--- src/tlga_pkg.sv ---
package tlga_pkg;

  localparam int SCREEN_WIDTH_DEF  = 240;
  localparam int SCREEN_HEIGHT_DEF = 320;

  localparam logic [7:0] GBK_LEAD_BASE  = 8'h81;
  localparam logic [7:0] GBK_TRAIL_LO   = 8'h40;
  localparam logic [7:0] GBK_TRAIL_HI   = 8'h41;
  localparam logic [7:0] GBK_TRAIL_SPLIT = 8'h7f;
  localparam logic [7:0] ASCII_LAST     = 8'h7f;
  localparam logic [7:0] ASCII_SPACE    = 8'h20;
  localparam logic [31:0] GBK_ROW_LEN   = 32'd190;

  localparam logic [4:0] HEIGHT_SMALL = 5'd12;
  localparam logic [4:0] HEIGHT_LARGE = 5'd16;

  // Register indexes on the configuration port.
  typedef enum logic {
    REG_FONT_SELECT = 1'b0,
    REG_NONE        = 1'b1
  } reg_index_e;

  typedef struct packed {
    logic [15:0] cur_x;
    logic [15:0] cur_y;
    logic [4:0]  width;
    logic [4:0]  height;
  } place_req_t;

  typedef struct packed {
    logic [15:0] pos_x;
    logic [15:0] pos_y;
    logic [15:0] next_x;
  } place_t;

endpackage

--- src/tlga_cursor.sv ---
module tlga_cursor #(
  parameter int SCREEN_WIDTH  = tlga_pkg::SCREEN_WIDTH_DEF,
  parameter int SCREEN_HEIGHT = tlga_pkg::SCREEN_HEIGHT_DEF
) (
  input  tlga_pkg::place_req_t req_i,
  output tlga_pkg::place_t     place_o
);

  localparam logic [16:0] XLim = 17'(SCREEN_WIDTH);
  localparam logic [16:0] YLim = 17'(SCREEN_HEIGHT);

  logic        wrap_x;
  logic        wrap_y;
  logic [15:0] x1;
  logic [15:0] y1;

  always_comb begin
    wrap_x = {1'b0, req_i.cur_x} > (XLim - 17'(req_i.width));
    x1     = wrap_x ? 16'd0 : req_i.cur_x;
    y1     = wrap_x ? (req_i.cur_y + 16'(req_i.height)) : req_i.cur_y;
    // A line that no longer fits brings the cursor back to the top left.
    wrap_y = {1'b0, y1} > (YLim - 17'(req_i.height));
    place_o.pos_x  = wrap_y ? 16'd0 : x1;
    place_o.pos_y  = wrap_y ? 16'd0 : y1;
    place_o.next_x = place_o.pos_x + 16'(req_i.width);
  end

endmodule

--- src/text_layout_glyph_addresser_top.sv ---
// A request accepted into the input register moves on into the result register;
// an output stall can hold it in the input register.
// Throughput: one text byte per cycle while the output is not stalled; the cursor wrap
// and offset logic sits between the input register and the result register.
// Reset (rst_ni low, asynchronous) clears the cursor, the pending lead byte,
// font_select and both valid flags.
module text_layout_glyph_addresser_top #(
  parameter int SCREEN_WIDTH  = tlga_pkg::SCREEN_WIDTH_DEF,
  parameter int SCREEN_HEIGHT = tlga_pkg::SCREEN_HEIGHT_DEF
) (
  input  logic        clk_i,
  input  logic        rst_ni,

  input  logic        psel,
  input  logic        penable,
  input  logic        pwrite,
  input  logic [2:0]  paddr,
  input  logic [31:0] pwdata,
  output logic [31:0] prdata,
  output logic        pready,

  input  logic        in_valid_i,
  output logic        in_stall_o,
  input  logic [7:0]  char_byte_i,
  input  logic        start_new_i,
  input  logic [15:0] start_x_i,
  input  logic [15:0] start_y_i,

  output logic        out_valid_o,
  input  logic        out_stall_i,
  output logic        is_wide_o,
  output logic [31:0] glyph_offset_o,
  output logic [5:0]  glyph_bytes_o,
  output logic [15:0] pos_x_o,
  output logic [15:0] pos_y_o,
  output logic [4:0]  glyph_width_o,
  output logic [4:0]  glyph_height_o
);

  // Configuration port.
  logic                  font_q;
  tlga_pkg::reg_index_e  reg_idx;

  assign pready  = 1'b1;
  assign reg_idx = tlga_pkg::reg_index_e'(paddr[2]);

  always_comb begin
    case (reg_idx)
      tlga_pkg::REG_FONT_SELECT: prdata = {31'd0, font_q};
      default:                   prdata = 32'd0;
    endcase
  end

  always_ff @(posedge clk_i or negedge rst_ni) begin
    if (!rst_ni) begin
      font_q <= 1'b0;
    end else if (psel && penable && pwrite && pready &&
                 reg_idx == tlga_pkg::REG_FONT_SELECT) begin
      font_q <= pwdata[0];
    end
  end

  // Input register.
  logic        s1_valid_q;
  logic [7:0]  s1_byte_q;
  logic        s1_start_q;
  logic [15:0] s1_sx_q;
  logic [15:0] s1_sy_q;
  logic        in_accept;
  logic        s1_adv;
  logic        s1_res;

  assign in_accept  = in_valid_i && !in_stall_o;
  assign in_stall_o = s1_valid_q && !s1_adv;

  always_ff @(posedge clk_i or negedge rst_ni) begin
    if (!rst_ni) begin
      s1_valid_q <= 1'b0;
    end else if (in_accept) begin
      s1_valid_q <= 1'b1;
    end else if (s1_adv) begin
      s1_valid_q <= 1'b0;
    end
  end

  always_ff @(posedge clk_i) begin
    if (in_accept) begin
      s1_byte_q  <= char_byte_i;
      s1_start_q <= start_new_i;
      s1_sx_q    <= start_x_i;
      s1_sy_q    <= start_y_i;
    end
  end

  // Layout state.
  logic [15:0] cur_x_q, cur_x_d;
  logic [15:0] cur_y_q, cur_y_d;
  logic        pend_q, pend_d;
  // (lead - 0x81) * 190, computed when the lead byte arrives.
  logic [31:0] lead_base_q, lead_base_d;

  logic        pend_eff;
  logic        is_zero;
  logic        is_lead;
  logic        wide;
  logic [4:0]  height;
  logic [4:0]  width;
  logic [15:0] narrow_idx;
  logic [15:0] narrow_off;
  logic [31:0] trail_adj;
  logic [31:0] wide_idx;
  logic [31:0] wide_off;

  tlga_pkg::place_req_t preq;
  tlga_pkg::place_t     plc;

  always_comb begin
    pend_eff = s1_start_q ? 1'b0 : pend_q;
    is_zero  = (s1_byte_q == 8'd0);
    is_lead  = !pend_eff && (s1_byte_q > tlga_pkg::ASCII_LAST);
    wide     = pend_eff;
    s1_res   = !is_zero && !is_lead;

    height = font_q ? tlga_pkg::HEIGHT_LARGE : tlga_pkg::HEIGHT_SMALL;
    width  = wide ? height : (height >> 1);

    preq.cur_x  = s1_start_q ? s1_sx_q : cur_x_q;
    preq.cur_y  = s1_start_q ? s1_sy_q : cur_y_q;
    preq.width  = width;
    preq.height = height;

    narrow_idx = 16'(s1_byte_q) - 16'(tlga_pkg::ASCII_SPACE);
    narrow_off = font_q ? (narrow_idx << 4) : ((narrow_idx << 3) + (narrow_idx << 2));

    trail_adj = (s1_byte_q < tlga_pkg::GBK_TRAIL_SPLIT) ?
                (32'(s1_byte_q) - 32'(tlga_pkg::GBK_TRAIL_LO)) :
                (32'(s1_byte_q) - 32'(tlga_pkg::GBK_TRAIL_HI));
    wide_idx  = lead_base_q + trail_adj;
    wide_off  = font_q ? (wide_idx << 5) : ((wide_idx << 4) + (wide_idx << 3));

    cur_x_d     = preq.cur_x;
    cur_y_d     = preq.cur_y;
    pend_d      = pend_eff;
    lead_base_d = lead_base_q;
    if (is_zero) begin
      pend_d = 1'b0;
    end else if (is_lead) begin
      pend_d      = 1'b1;
      lead_base_d = (32'(s1_byte_q) - 32'(tlga_pkg::GBK_LEAD_BASE)) * tlga_pkg::GBK_ROW_LEN;
    end else begin
      pend_d  = 1'b0;
      cur_x_d = plc.next_x;
      cur_y_d = plc.pos_y;
    end
  end

  tlga_cursor #(
    .SCREEN_WIDTH (SCREEN_WIDTH),
    .SCREEN_HEIGHT(SCREEN_HEIGHT)
  ) u_cursor (
    .req_i  (preq),
    .place_o(plc)
  );

  // A byte that places nothing moves on even while the result register is held.
  assign s1_adv = s1_valid_q && (!s1_res || !out_valid_o || !out_stall_i);

  always_ff @(posedge clk_i or negedge rst_ni) begin
    if (!rst_ni) begin
      cur_x_q     <= 16'd0;
      cur_y_q     <= 16'd0;
      pend_q      <= 1'b0;
      lead_base_q <= 32'd0;
    end else if (s1_adv) begin
      cur_x_q     <= cur_x_d;
      cur_y_q     <= cur_y_d;
      pend_q      <= pend_d;
      lead_base_q <= lead_base_d;
    end
  end

  // Result register.
  always_ff @(posedge clk_i or negedge rst_ni) begin
    if (!rst_ni) begin
      out_valid_o <= 1'b0;
    end else if (s1_adv && s1_res) begin
      out_valid_o <= 1'b1;
    end else if (!out_stall_i) begin
      out_valid_o <= 1'b0;
    end
  end

  always_ff @(posedge clk_i) begin
    if (s1_adv && s1_res) begin
      is_wide_o      <= wide;
      glyph_offset_o <= wide ? wide_off : {16'd0, narrow_off};
      glyph_bytes_o  <= wide ? {height, 1'b0} : {1'b0, height};
      pos_x_o        <= plc.pos_x;
      pos_y_o        <= plc.pos_y;
      glyph_width_o  <= width;
      glyph_height_o <= height;
    end
  end

`ifndef ASSERT_OFF
  a_no_overwrite: assert property (@(posedge clk_i) disable iff (!rst_ni)
    !(s1_adv && s1_res && out_valid_o && out_stall_i))
    else $error("result register overwritten while held");

  a_x_on_screen: assert property (@(posedge clk_i) disable iff (!rst_ni)
    out_valid_o |-> ({1'b0, pos_x_o} + 17'(glyph_width_o)) <= 17'(SCREEN_WIDTH))
    else $error("glyph placed past right edge");

  a_y_on_screen: assert property (@(posedge clk_i) disable iff (!rst_ni)
    out_valid_o |-> ({1'b0, pos_y_o} + 17'(glyph_height_o)) <= 17'(SCREEN_HEIGHT))
    else $error("glyph placed past bottom edge");

  a_bytes_match: assert property (@(posedge clk_i) disable iff (!rst_ni)
    out_valid_o |-> (is_wide_o ? (glyph_bytes_o == {glyph_height_o, 1'b0}) :
                                 (glyph_bytes_o == {1'b0, glyph_height_o})))
    else $error("glyph size inconsistent with kind");
`endif

endmodule

--- config.mk ---
export PLATFORM = sky130hd
export DESIGN_NAME = text_layout_glyph_addresser_top
export DESIGN_NICKNAME = d
export VERILOG_FILES = /design/src/tlga_pkg.sv /design/src/tlga_cursor.sv /design/src/text_layout_glyph_addresser_top.sv
export SDC_FILE = /design/constraint.sdc
export NUM_CORES = 1
export LEC_CHECK = 0
export ABC_AREA = 1
export BUFFER_PORTS_ARGS = -buffer_cell sky130_fd_sc_hd__buf_4
export CORE_UTILIZATION = 55
export CTS_CLUSTER_SIZE = 14
export DETAILED_ROUTE_END_ITERATION = 8
export PLACE_DENSITY = 0.74
export RECOVER_POWER = 100
export SLEW_MARGIN = 0
export SYNTH_ARGS = -nofsm -noshare
export SYNTH_HDL_FRONTEND = slang
export SYNTH_SLANG_ARGS = --single-unit
--- constraint.sdc ---
create_clock -name clk_i -period 17.8 [get_ports clk_i]
set_clock_uncertainty 0.2 [all_clocks]
set_input_delay 0.89 -clock clk_i [delete_from_list [all_inputs] [get_ports clk_i]]
set_output_delay 0.89 -clock clk_i [all_outputs]
set_load 0.01 [all_outputs]
==> impl_metrics.yaml, run 1 <==
worst_setup_path:
  worstPathArrival_ns: 9.22
  path_class: "reg -> reg"
  crit_buf_inv: 6
  crit_family: "simple AND/OR/NAND/NOR gates"
  worstSetupStartpointType: "register"
  cpMaxStageDelayCell: "clkbuf_1"
  cp.required_ns: 17.93
  worstSetupEndpointType: "register"
  crit_top_cell: "nand2_1"
  crit_fanout: 43
  crit_path_max_incr_delay_ns: 0.83
placement:
  dp_hpwl_um: 23100
  gp_congestion: 0.912
  place_inst: 2101
  place.port_buffers: 126
timing:
  setup-tns-final_ns: 0
  hold_viol_final: 0
  max_clock_freq_mhz: 110
  tightestPinTransition_ns: 3.71
  relSlewSlack: -1.48
  drv_slew: 329
  grt_setup_unrepaired: "false"
  period_share: 0.511
  finalSetupViolations: 0
  min_period_ns: 9.09
  hold_ws_ns: 0.275
logic_synthesis:
  seq_area_frac_synth: 0.363
  syn_inst: 1662
  yosys.area.top_type: "edfxtp_1"
  synth_area_leaders: "edfxtp_1 (25%), dfrtp_1 (12%), nand2_1 (12%), ha_1 (11%), inv_1 (5.8%)"
  yosysTopAreaCellShare: 0.245
  syn_area_mm2: 0.0136
  synthFlopType: "edfxtp_1"
  synth_cell_types: 56
  syn_avg_cell_area_um2: 8.17
  synth-seq-cells: 175
  ys_async_sr_fraction: 0.366
  synth_edf_count: 111
  yosysWarnings: 0
global_route:
  grt_start_max_net_pins: 71
  grt_usage: 0.246
  grt_pass1_wl_um: 50600
  grt_pass1_vias: 10400
  antenna_found_initial: 0
  grt_overflow: 0
final_layout:
  area.growth.synth_to_final_pct: 10.3
  antenna-diode-count: 0
  drive_gt1_frac: 0.0669
  finalCoreUtilization: 0.618
  instances_no_fill: 2133
  final_net_count: 2033
detailed_routing:
  vias_per_cell: 5.28
  dr.pass1.iters: 5
  antenna_left: 0
  wl_um: 30700
  dr.first_iter.drc_count: 874
  drc_errors: 0
  wl_per_cell_um: 14.4
  vias: 11300
power:
  max-vdd-ir-drop_mv: 0.125
  power_leakage_uw: 0.00726
  p_per_area_mw_per_mm2: 165
  power_uw: 2480
floorplan:
  core_mm2: 0.0242
  rows: 57
  dieHeight_um: 159
  die-area_mm2: 0.0253
  pin_count: 199
  initial_utilization: 0.560
  die_x_um: 159
hold_path:
  hp-class: "reg -> reg"
clocking:
  hold_buffers: 0
  clock_path_buffers: 2
  clk_pin_slew_ns: 0.07
  clock_latency_ns: 0.44
  htreeDepth: 4
  numCtsBuffers: 17
  cts_setup_buffers: 0
  cts_root_buffer: "clkbuf_16"
  cts_tree: "done"
  cts_resized: 0
  cts_sinks: 175
job:
  cap_violations: 7
run_status:
  status: "finished, violations left"
  violations: "max-capacitance violations, max-slew violations"
==> Yosys cell counts (15+ instances only) <==
master / count
edfxtp_1: 111
dfrtp_1: 64
a21oi_1: 99
xnor2_1: 25
xor2_1: 47
buf_4: 44
nor2_1: 103
nand3_1: 75
ha_1: 122
clkbuf_1: 20
nor3_1: 15
nand2_1: 420
fa_1: 32
inv_1: 210
o21ai_0: 106
==> metrics by stage <==
| stage | instance area (um^2) | setup slack, ns |
|---|---|---|
| final | 15000 | 8.71 |
| after global routing | 15000 | 8.03 |
| after CTS | 15300 | 10.50 |
| after detailed placement | 14700 | 10.49 |
| after global placement | 14700 | 10.57 |
| after floorplan | 13800 | 11.20 |
==> per-layer routing <==
layer / share of wire / up-vias / GRT usage / wire, um
li1: - / 5661 / - / -
met1: 0.47 / 5167 / 0.355 / 14500
met2: 0.44 / 398 / 0.388 / 13600
met3: 0.069 / 42 / 0.0346 / 2130
met4: 0.017 / 0 / 0.0691 / 523
met5: 0 / - / 0 / 0
==> cell type report <==
class	instances	area (um^2)
inverters	217	820
fillers	2180	9270
multi-input cells	1247	7490
clock inverters	13	165
repair buffers	138	706
well taps	324	405
clock buffers	19	464
flip-flops and latches	175	4930
==> power by group <==
group | switching [uW] | internal (uW)
sequential | 35.5 | 516
clock | 175 | 224
combinational | 960 | 568
total | 1170 | 1310
==> placed cells by master (no fill, tap or decap), types with 9 or more instances in the layout <==
cell type | Yosys | final
o21ai_0 | 106 | 110
a21oi_1 | 99 | 99
or2_2 | 14 | 14
clkbuf_4 | 0 | 41
buf_4 | 44 | 9
nor2_1 | 103 | 104
nor3_1 | 15 | 15
dfrtp_1 | 64 | 64
nand3_1 | 75 | 76
clkbuf_16 | 0 | 18
ha_1 | 122 | 122
clkbuf_1 | 20 | 88
inv_1 | 210 | 211
fa_1 | 32 | 32
conb_1 | 2 | 56
nand2_1 | 420 | 422
edfxtp_1 | 111 | 111
xnor2_1 | 25 | 25
nand4_1 | 13 | 13
o21ai_1 | 14 | 10
xor2_1 | 47 | 47
o211ai_1 | 12 | 13
==> registers in the layout (all words and copies together) (netlist names), 3 cells and up <==
name            flops
glyph_width_o       3
pos_y_o            16
s1_sy_q            16
s1_sx_q            16
pos_x_o            16
lead_base_q        28
cur_y_q            16
s1_byte_q           8
glyph_bytes_o       3
glyph_offset_o     30
cur_x_q            16
==> worst reg2reg max path, delay by kind of cell, from the launching register on <==
kind	cells	cell delay [ns]
adders and majority gates	3	1.15
and+or+nand+nor	18	3.37
buffers and inverters	6	2.76
DFF	1	0.36
AOI/OAI and AO/OA	4	1.16
==> kinds of logic after synthesis <==
logic type / share of synthesized area
xor+xnor: 0.0464
other cells: 0.000553
fa+ha+maj: 0.160
mux: 0.00230
simple gates: 0.207
flops: 0.363
compound gates: 0.122
buf+inv: 0.0979
==> path summary, 6_finish.rpt <==
kind / from / to / slack, ns / depth (start not counted)
worst min register to register: cur_x_q[14] / cur_x_q[14] / 0.27 / 2
max in group asynchronous: rst_ni / lead_base_q[8] / 13.84 / 1
worst max register to register: s1_start_q / cur_x_q[8] / 8.71 / 31
worst max-delay path: s1_start_q / cur_x_q[8] / 8.71 / 31
min in group asynchronous: rst_ni / cur_y_q[14] / 1.48 / 1
worst min-delay path: cur_x_q[14] / cur_x_q[14] / 0.27 / 2
(Power assumes the default switching activity.)
==> run 2, diff against run 1 <==
CORE_UTILIZATION = 53   (was 55)
PLACE_DENSITY = 0.75   (was 0.74)
clock period = 8.1 ns   (was 17.8 ns; I/O delays follow)
==> run 2 against run 1 <==
Compared with the run above:
- the run still ends with max-capacitance violations, max-slew violations left
- sequential power rose by 120%
- critical path depth fell by 2
- core utilization fell by 0.58 points
- setup slack got worse by 7.6 ns
- hold slack got worse by 0.24 ns
- power rose by 120%
- clock-buffer cell count fell by 2
- clock power rose by 110%
- cell area rose by 2.9%
- final cell count rose by 2.4%
- largest cell class unchanged
==> impl_metrics.yaml, run 2 (synthesized netlist as in run 1, its figures left out) <==
run_status:
  violations: "max-capacitance violations, max-slew violations"
  status: "finished, violations left"
final_layout:
  drive_gt1_frac: 0.0674
  mostFrequentLayoutCells: "nand2_1 (421), inv_1 (211), ha_1 (122)"
  antenna-diode-count: 0
  nFillCells: 2259
  top_register: "glyph_offset_o"
  final_net_count: 2078
  layout_commonest_cell: "nand2_1"
  largest_register_ffs: 30
  area.growth.synth_to_final_pct: 13.5
  reg.largest.list: "glyph_offset_o (30), lead_base_q (28)"
timing:
  setup-tns-final_ns: 0
  hold_viol_final: 0
  min_period_ns: 7.04
  grt_setup_unrepaired: "false"
  setup_ws_ns: 1.06
  finalSetupViolations: 0
  period_share: 0.869
  drv_slew: 141
  relSlewSlack: -1.49
  max_clock_freq_mhz: 142
  tightestPinTransition_ns: 3.73
worst_setup_path:
  cpMaxStageDelayCell: "clkinv_1"
  crit_path_max_incr_delay_ns: 0.66
  r2r_end: "cur_x_q[5]"
  critPathLaunch: "s1_start_q"
  cp.required_ns: 8.19
  crit_fanout: 20
  reg2reg_from: "s1_start_q"
  path_class: "reg -> reg"
  r2r_cells: 29
  r2r_slack_ns: 1.06
  worstSetupEndpointType: "register"
  worstSetupStartpointType: "register"
  crit_top_cell: "nand2_1"
  worstSetupEndpoint: "cur_x_q[5]"
  worstPathArrival_ns: 7.13
detailed_routing:
  dr.first_iter.drc_count: 831
  antenna_left: 0
  wl_per_cell_um: 14.6
  vias: 11500
  wl_um: 31800
  drc_errors: 0
  vias_per_cell: 5.28
  dr.pass1.iters: 5
global_route:
  antenna_found_initial: 0
  grt_pass1_vias: 10800
  grt_overflow: 0
  grt_pass1_wl_um: 51800
  grt_start_max_net_pins: 71
  grt_usage: 0.246
placement:
  gp_congestion: 0.918
  place.port_buffers: 126
  pre_cts_slack_ns: 1.30
  dp_hpwl_um: 23400
hold_path:
  hp-class: "in -> reg"
  hold_depth: 3
power:
  max-vdd-ir-drop_mv: 0.363
  power_leakage_uw: 0.00744
  p_per_area_mw_per_mm2: 353
clocking:
  cts_tree: "done"
  cts_setup_buffers: 0
  hold_buffers: 43
  cts_sinks: 175
  cts_root_buffer: "clkbuf_16"
  cts_resized: 0
  clk_pin_slew_ns: 0.08
  clock_path_buffers: 2
  htreeDepth: 4
  numCtsBuffers: 17
  clock_latency_ns: 0.44
floorplan:
  initial_utilization: 0.540
  die_x_um: 162
  core_mm2: 0.0252
  dieHeight_um: 162
  die-area_mm2: 0.0263
  rows: 58
  pin_count: 199
job:
  cap_violations: 3
-- run 2: final cells by class --
class                      count  area [um^2]  share of cell area
clock buffer                  17          425              0.0276
clock inverter                15          171              0.0111
inverter                     217          820              0.0532
multi-input combinational   1247         7500               0.486
sequential                   175         4930               0.320
tap                          330          413              0.0268
timing repair buffer         183         1150              0.0749
-- run 2: metrics by stage --
step                total power [uW]  cells  cell area [um^2]   util  hold WS [ns]
floorplan                       3860   1716             13800      -       -0.0906
global placement                4520   2109             14700  0.585         0.254
detailed placement              4600   2109             14700  0.585         0.261
CTS                             5470   2184             15800  0.626        0.0280
global route                    6000   2184             15400  0.612        0.0442
finish                          5440   2184             15400  0.612        0.0362
-- run 2: routing by layer --
layer  vias to the layer above  GRT usage  routed length, um
met5                         -          0                  0
met4                         0     0.0913                754
met3                        56     0.0276               1830
met2                       381      0.395              14200
met1                      5341      0.343              15000
li1                       5757          -                  -
-- run 2: critical path, delay by kind of cell, from the launching register on --
kind            cells  cell delay (ns)
simple gates       17             2.67
fa+ha+maj           4             1.46
buf+inv             4             1.38
compound gates      4             0.72
flops               1             0.43
-- run 2: power by group --
part	leakage (uW)	internal (uW)	switching, uW
Sequential	0.00188	1130	83.9
Clock	0.000289	440	395
Combinational	0.00527	1270	2130
-- run 2: worst min path at each step --
| stage | start | end |
|---|---|---|
| global placement | cur_x_q[14] | cur_x_q[14] |
| detailed placement | cur_x_q[4] | cur_x_q[4] |
| finish | out_stall_i | out_valid_o |
| CTS | out_stall_i | out_valid_o |
| global route | out_stall_i | out_valid_o |
| floorplan | rst_ni | cur_x_q[0] |
